**config.mk**
```make
export PLATFORM = sky130hd
export DESIGN_NAME = sti_cmp
export DESIGN_NICKNAME = d
export VERILOG_FILES = /design/src/rtl/assert_macros.svh /design/src/rtl/sti_pkg.sv /design/src/rtl/sti_cmp.sv
export SDC_FILE = /design/constraint.sdc
export NUM_CORES = 1
export LEC_CHECK = 0
export BUFFER_PORTS_ARGS = -buffer_cell sky130_fd_sc_hd__buf_2
export CAP_MARGIN = 25
export CORE_MARGIN = 3
export CORE_UTILIZATION = 48
export DETAILED_ROUTE_END_ITERATION = 10
export GPL_TIMING_DRIVEN = 0
export PLACE_DENSITY_LB_ADDON = 0.15
export SLEW_MARGIN = 30
export SYNTH_ARGS = -nofsm -noshare
export SYNTH_HDL_FRONTEND = slang
export SYNTH_SLANG_ARGS = --single-unit
```
**constraint.sdc**
```tcl
create_clock -name vclk -period 9.5
set_clock_uncertainty 0.15 [all_clocks]
set_input_delay 0.475 -clock vclk [all_inputs]
set_output_delay 0.475 -clock vclk [all_outputs]
set_load 0.03 [all_outputs]
```
**src/rtl/assert_macros.svh**
```systemverilog
// Assertion macros shared by the session table RTL.
// Each macro expects signals named clk and rst_n in the enclosing module.
`ifndef ASSERT_MACROS_SVH
`define ASSERT_MACROS_SVH

// Same-cycle implication, checked outside reset.
`define STI_ASSERT_SAME(label, ante, cons) \
    label: assert property (@(posedge clk) disable iff (!rst_n) (ante) |-> (cons)) \
        else $error("session table assertion failed");

// Next-cycle implication, checked outside reset.
`define STI_ASSERT_NEXT(label, ante, cons) \
    label: assert property (@(posedge clk) disable iff (!rst_n) (ante) |=> (cons)) \
        else $error("session table assertion failed");

`endif

```
**src/rtl/sti_pkg.sv**
```systemverilog
// Shared types and codes for the session table with idle timeout.
// No dependencies; used by every module of the block.
`timescale 1ns / 1ps

package sti_pkg;

    localparam int KEY_W = 64;
    localparam int TIME_W = 32;
    localparam int CMD_W = 2;
    localparam int STATUS_W = 2;
    localparam int COUNT_OUT_W = 7;

    localparam logic [TIME_W-1:0] IDLE_LIMIT_RST = 32'd1800;

    typedef enum logic [CMD_W-1:0] {
        CMD_CREATE   = 2'd0,
        CMD_VALIDATE = 2'd1,
        CMD_DESTROY  = 2'd2,
        CMD_CLEANUP  = 2'd3
    } cmd_t;

    typedef enum logic [STATUS_W-1:0] {
        ST_OK        = 2'd0,
        ST_EXPIRED   = 2'd1,
        ST_NOT_FOUND = 2'd2,
        ST_FULL      = 2'd3
    } status_t;

    typedef struct packed {
        logic [KEY_W-1:0]  key;
        logic [TIME_W-1:0] last_seen;
    } entry_t;

    // Result of comparing one stored entry against the current command.
    typedef struct packed {
        logic match;
        logic expired;
    } cmp_t;

endpackage

```
**src/rtl/sti_cmp.sv**
```systemverilog
// Shared compare unit: key match and idle-age check for one entry.
// Depends on sti_pkg for the entry and result types.
`timescale 1ns / 1ps

module sti_cmp (
    input  sti_pkg::entry_t                 entry,
    input  logic [sti_pkg::KEY_W-1:0]       key,
    input  logic [sti_pkg::TIME_W-1:0]      now,
    input  logic [sti_pkg::TIME_W-1:0]      idle_limit,
    output sti_pkg::cmp_t                   result
);

    logic [sti_pkg::TIME_W-1:0] idle;

    // The subtraction wraps modulo 2^32, matching the tick counter.
    assign idle = now - entry.last_seen;

    always_comb
    begin
        result.match   = (entry.key == key);
        result.expired = (idle > idle_limit);
    end

endmodule

```
==> flow_summary_export.csv, run 1 <==
group,metric,value,unit
timing,drv_slew,0,
grt,grt_pass1_vias,4269,
route,via_per_inst,5.38,
logic_synthesis,yosys.area_share.simple,18.7,%
layout,stdcell_count,801,
logic_synthesis,yosysUniqueCellTypes,55,
outcome,status,"complete, no violations",
power,combPwrFrac,100.0,%
timing,setup_tns,0,ns
layout,regArea,0,um^2
timing,setup_viol_count_final,0,
grt,grt_max_degree,11,
clock_network,post-cts-setup-buffers,0,
hold_path,min_path_cells,6,
power,clkPwrFrac,0,%
critical_path,start_kind,"primary input",
layout,multi_input_area,3110,um^2
logic_synthesis,yosysWarningCount,0,
critical_path,setup.worst_path.end_class,"output pin",
power,p_per_area,62.0,nW/um^2
layout,drive_above_1_share,33.9,%
timing,period_share,52.4,%
die,core_area,6830,um^2
power,p_sw_share,51.6,%
flow_run,max_cap_violations,0,
logic_synthesis,postSynthAreaPerCell,7.10,um^2
logic_synthesis,yosys.area_share.xor_xnor,23.4,%
logic_synthesis,synth_top_family_by_area,"compound AO/OA/AOI/OAI gates",
layout,layout.nets,995,
grt,antenna_found_initial,1,
grt,grt.total_usage,26.4,%
placed_design,dp_hpwl,10300,um
route,dr.pass1.iters,6,
logic_synthesis,synth_common_cells,"xor2_1, inv_1, ha_1",
timing,worst_pin_slew,0.548,ns
die,ioPinCount,226,
placed_design,place_congestion,0.926,
timing,fin_crit,4.97,ns
hold_path,hp-class,"primary input to output pin",
critical_path,critical_path_required,8.88,ns
die,placementRows,30,
layout,nFillCells,639,
timing,maxSlewHeadroom,63.1,%
layout,fin_area,4650,um^2
logic_synthesis,syn-cell-area,3400,um^2
logic_synthesis,yosysTopAreaCell,"ha_1",
logic_synthesis,synth_compound_area_share,25.3,%
route,drc_errors,0,
route,ant_nets,0,
layout,antenna_cells,0,
logic_synthesis,syn_nets,767,
route,wl_per_cell,14.1,um
grt,grt_pass1_wl,18400,um
clock_network,postCtsResizedCells,0,
layout,syn2layout_area_growth,36.8,%
logic_synthesis,yosysSeqAreaShare,0,%
clock_network,postCtsHoldBufs,0,
grt,overflow,0,
die,die-width,90.2,um
critical_path,path_max_fanout,3,
layout,clkbuf_count,0,
logic_synthesis,synth_top_area_share,23.2,%
placed_design,dpl-instance-area,4650,um^2
route,drt_iter0_drc,169,
logic_synthesis,synth.most_common_cell,"xor2_1",
logic_synthesis,netlist_instances,479,
placed_design,portBuffers,226,
die,initial_core_util,49.8,%
power,p_int,0.000140,W
placed_design,dp_cells,801,
critical_path,criticalPathCategory,"primary input to output pin",
power,irDropWorstVdd,0.0336,mV
timing,hold_viol,0,
logic_synthesis,synthMuxAreaShare,0.294,%
layout,nFlopsAndLatches,0,
logic_synthesis,synth_area_leaders,"ha_1, xor2_1, inv_1",
route,drt_wl_total,11300,um
timing,fmax,201,MHz
route,vias,4306,
die,design.die.area,8140,um^2
power,power_switching,0.000149,W
die,dieHeight,90.2,um
power,pwr-share-seq,0,%
timing,rsz0062_at_grt,"false",
power,leakage,2.75,nW
logic_synthesis,synth_fa_ha_area_share,23.8,%
critical_path,arrival,4.35,ns
==> power by group through the flow <==
stage | clock, W | sequential, W | combinational, W
6_report | 0 | 0 | 0.000288
5_1_grt | 0 | 0 | 0.000325
4_1_cts | 0 | 0 | 0.000286
3_5_place_dp | 0 | 0 | 0.000284
3_3_place_gp | 0 | 0 | 0.000275
2_1_floorplan | 0 | 0 | 0.000190
==> kinds of logic after synthesis <==
kind of cell	Yosys count
AND/OR/NAND/NOR	118
multiplexers	1
AO/OA/AOI/OAI	130
XOR/XNOR	91
buffers and inverters	75
adder cells (fa/ha/maj)	64
==> cell type report <==
cell class         count  area share, %
multi-input cells    404           66.9
repair buffers       226           24.3
inverters             67           5.40
well taps             96           2.58
plain buffers          8          0.860
==> per-layer routing <==
metal / GRT usage [%] / vias to the layer above / routed length [um]
met3: 4.44 / 30 / 861
met1: 32.0 / 1911 / 4680
met2: 48.8 / 206 / 5520
met5: 0 / - / 7
met4: 5.10 / 2 / 233
li1: - / 2157 / -
==> worst paths after layout <==
path / start / to
worst max-delay path: now[0] / result[0]
worst min-delay path: key[58] / result[1]
==> critical path, stage by stage <==
cell	delay (ns)
buf_2	0.09
inv_1	0.05
ha_1	0.15
inv_1	0.06
fa_1	0.40
a21o_1	0.21
a221oi_2	0.37
o2111ai_1	0.18
a41o_1	0.32
a21o_1	0.20
a21oi_2	0.15
xnor2_1	0.09
ha_1	0.32
nand4_1	0.16
nor3_1	0.35
o21ai_0	0.15
a31o_2	0.25
a21oi_1	0.15
buf_2	0.22
==> cell usage in the layout (no fill, tap or decap), types with 2 or more instances in the layout <==
master / count
nand2_1: 18
nor3_1: 6
nand4_1: 15
o21ai_1: 3
ha_1: 63
o21ai_0: 20
xnor2_1: 17
nand2b_1: 12
nor2b_1: 3
a31o_2: 2
and3_1: 6
clkbuf_1: 5
xor2_1: 74
a21oi_1: 39
o21a_1: 2
nor4_1: 17
o311ai_1: 2
o211ai_1: 3
and2_1: 3
a311oi_1: 3
or2_2: 2
nor2_1: 18
inv_1: 67
nand3_1: 11
a211oi_1: 4
or3_1: 2
buf_2: 228
a21o_1: 32
a31oi_1: 2
==> per-stage QoR <==
stage          util, %  setup slack [ns]  power (W)  hold slack [ns]
3_3_place_gp      68.1              4.66   0.000275             1.37
4_1_cts           68.1              4.53   0.000286             1.38
2_1_floorplan        -              4.99   0.000190             1.14
5_1_grt           68.1              4.25   0.000325             1.40
3_5_place_dp      68.1              4.56   0.000284             1.38
6_report          68.1              4.53   0.000288             1.37
No activity file was read; power rests on OpenSTA's default activity.
==> run 2: changes to the inputs <==
--- a/config.mk
+++ b/config.mk
@@ -8,7 +8,7 @@
 export BUFFER_PORTS_ARGS = -buffer_cell sky130_fd_sc_hd__buf_2
 export CAP_MARGIN = 25
 export CORE_MARGIN = 3
-export CORE_UTILIZATION = 48
+export CORE_UTILIZATION = 41
 export DETAILED_ROUTE_END_ITERATION = 10
 export GPL_TIMING_DRIVEN = 0
 export PLACE_DENSITY_LB_ADDON = 0.15
==> constraint.sdc (replaced) <==
create_clock -name vclk -period 4.2
set_clock_uncertainty 0.15 [all_clocks]
set_input_delay 0.21 -clock vclk [all_inputs]
set_output_delay 0.21 -clock vclk [all_outputs]
set_load 0.03 [all_outputs]
==> flow_summary_export.csv, run 2 (synthesis gave the netlist of run 1 again) <==
group,metric,value,unit
power,clkPwrFrac,0,%
route,drt_wl_total,11500,um
timing,fmax,247,MHz
route,vias,4261,
critical_path,max_stage_delay,0.35,ns
critical_path,path_max_fanout,3,
grt,grt.total_usage,22.4,%
power,p_int,0.000336,W
layout,multi_input_area,3180,um^2
critical_path,start_kind,"primary input",
placed_design,dp_hpwl,10400,um
layout,drive_above_1_share,36.5,%
route,via_per_inst,5.23,
timing,maxSlewHeadroom,72.9,%
placed_design,place_worst_setup_slack,-0.242,ns
placed_design,portBuffers,226,
layout,layout.nets,1003,
die,placementRows,32,
hold_path,hp-class,"primary input to output pin",
power,p_per_area,143,nW/um^2
layout,nFillCells,770,
die,design.die.area,9430,um^2
timing,setup_viol_count_final,0,
timing,hold_viol,0,
route,wl_per_cell,14.1,um
grt,grt_pass1_wl,18300,um
layout,syn2layout_area_growth,41.0,%
outcome,status,"complete, no violations",
placed_design,place_congestion,0.900,
timing,worst_pin_slew,0.406,ns
flow_run,max_cap_violations,0,
layout,final_common_cell,"buf_2",
layout,nFlopsAndLatches,0,
grt,antenna_found_initial,0,
timing,drv_slew,0,
layout,regArea,0,um^2
grt,grt_pass1_vias,4208,
power,total_power,0.000685,W
power,p_sw_share,50.9,%
die,initial_core_util,43.1,%
die,die-width,97.1,um
timing,setup_tns,0,ns
grt,grt_max_degree,11,
power,leakage,2.79,nW
critical_path,arrival,3.69,ns
route,drc_errors,0,
power,power_switching,0.000348,W
route,ant_nets,0,
power,pwr-share-seq,0,%
critical_path,setup.worst_path.end_class,"output pin",
critical_path,slowest_stage,"fa_2",
critical_path,criticalPathCategory,"primary input to output pin",
power,irDropWorstVdd,0.0670,mV
die,core_area,7890,um^2
power,combPwrFrac,100.0,%
layout,final_cell_mix,"buf_2, xor2_1, inv_1",
route,dr.pass1.iters,4,
die,ioPinCount,226,
route,drt_iter0_drc,140,
layout,antenna_cells,0,
timing,fin_ws,0.150,ns
timing,period_share,96.4,%
timing,fin_crit,4.05,ns
grt,overflow,0,
critical_path,critical_path_required,3.84,ns
die,dieHeight,97.1,um
critical_path,path_cells,"buf_2 > inv_2 > ha_4 > inv_2 > fa_2 > a21o_1 > a221oi_4 > o2111ai_2 > a41o_1 > a21o_1 > a21oi_2 > xnor2_1 > ha_1 > nand4_1 > nor3_2 > buf_4 > buf_4 > a31oi_2 > a21oi_2 > buf_6",
layout,clkbuf_count,0,
==> run 2: power by group through the flow <==
stage	Clock, W	Combinational [W]	Sequential [W]
finish	0	0.000685	0
floorplan	0	0.000431	0
detailed placement	0	0.000647	0
global route	0	0.000772	0
CTS	0	0.000657	0
global placement	0	0.000625	0
==> run 2: final timing paths <==
kind                  depth (start not counted)     from  slack [ns]        end
worst max-delay path                         20   now[0]        0.15  result[0]
worst min-delay path                          6  key[38]        0.82  result[1]
==> run 2: metal layers <==
metal / track usage (%) / up-vias / share of wire [%]
met3: 1.79 / 16 / 5.5
met4: 3.02 / 0 / 1.6
met5: 0 / - / 0
li1: - / 2174 / -
met1: 27.4 / 1921 / 41
met2: 43.1 / 150 / 52
==> run 2: metrics by stage <==
| step | hold slack (ns) | area, um^2 | std cells | utilization [%] |
|---|---|---|---|---|
| 2_1_floorplan | 0.611 | 3400 | 479 | - |
| 3_3_place_gp | 0.820 | 4660 | 807 | 59.1 |
| 3_5_place_dp | 0.821 | 4660 | 807 | 59.1 |
| 4_1_cts | 0.822 | 4700 | 809 | 59.5 |
| 5_1_grt | 0.887 | 4800 | 815 | 60.9 |
| 6_report | 0.823 | 4800 | 815 | 60.9 |
==> run 2: cell type report <==
| class | count | area share (%) |
|---|---|---|
| timing repair buffer | 234 | 24.9 |
| inverter | 67 | 5.24 |
| tap | 102 | 2.66 |
| buffer | 8 | 0.834 |
| multi-input combinational | 404 | 66.3 |
==> run 2: what timing repair did <==
action | CTS | global route
pin swaps | 1 | 15
setup buffers | 2 | 6
hold buffers | 0 | 0
endpoints found under the setup margin | 1 | 1
resized for setup | 3 | 16
==> run 2: worst max-delay path: cells and delay by family <==
kind | cells | cell delay, ns
buffers and inverters | 6 | 0.60
AOI/OAI and AO/OA | 8 | 1.56
and+or+nand+nor | 2 | 0.42
xor gates and xnor gates | 1 | 0.09
adders and majority gates | 3 | 0.80
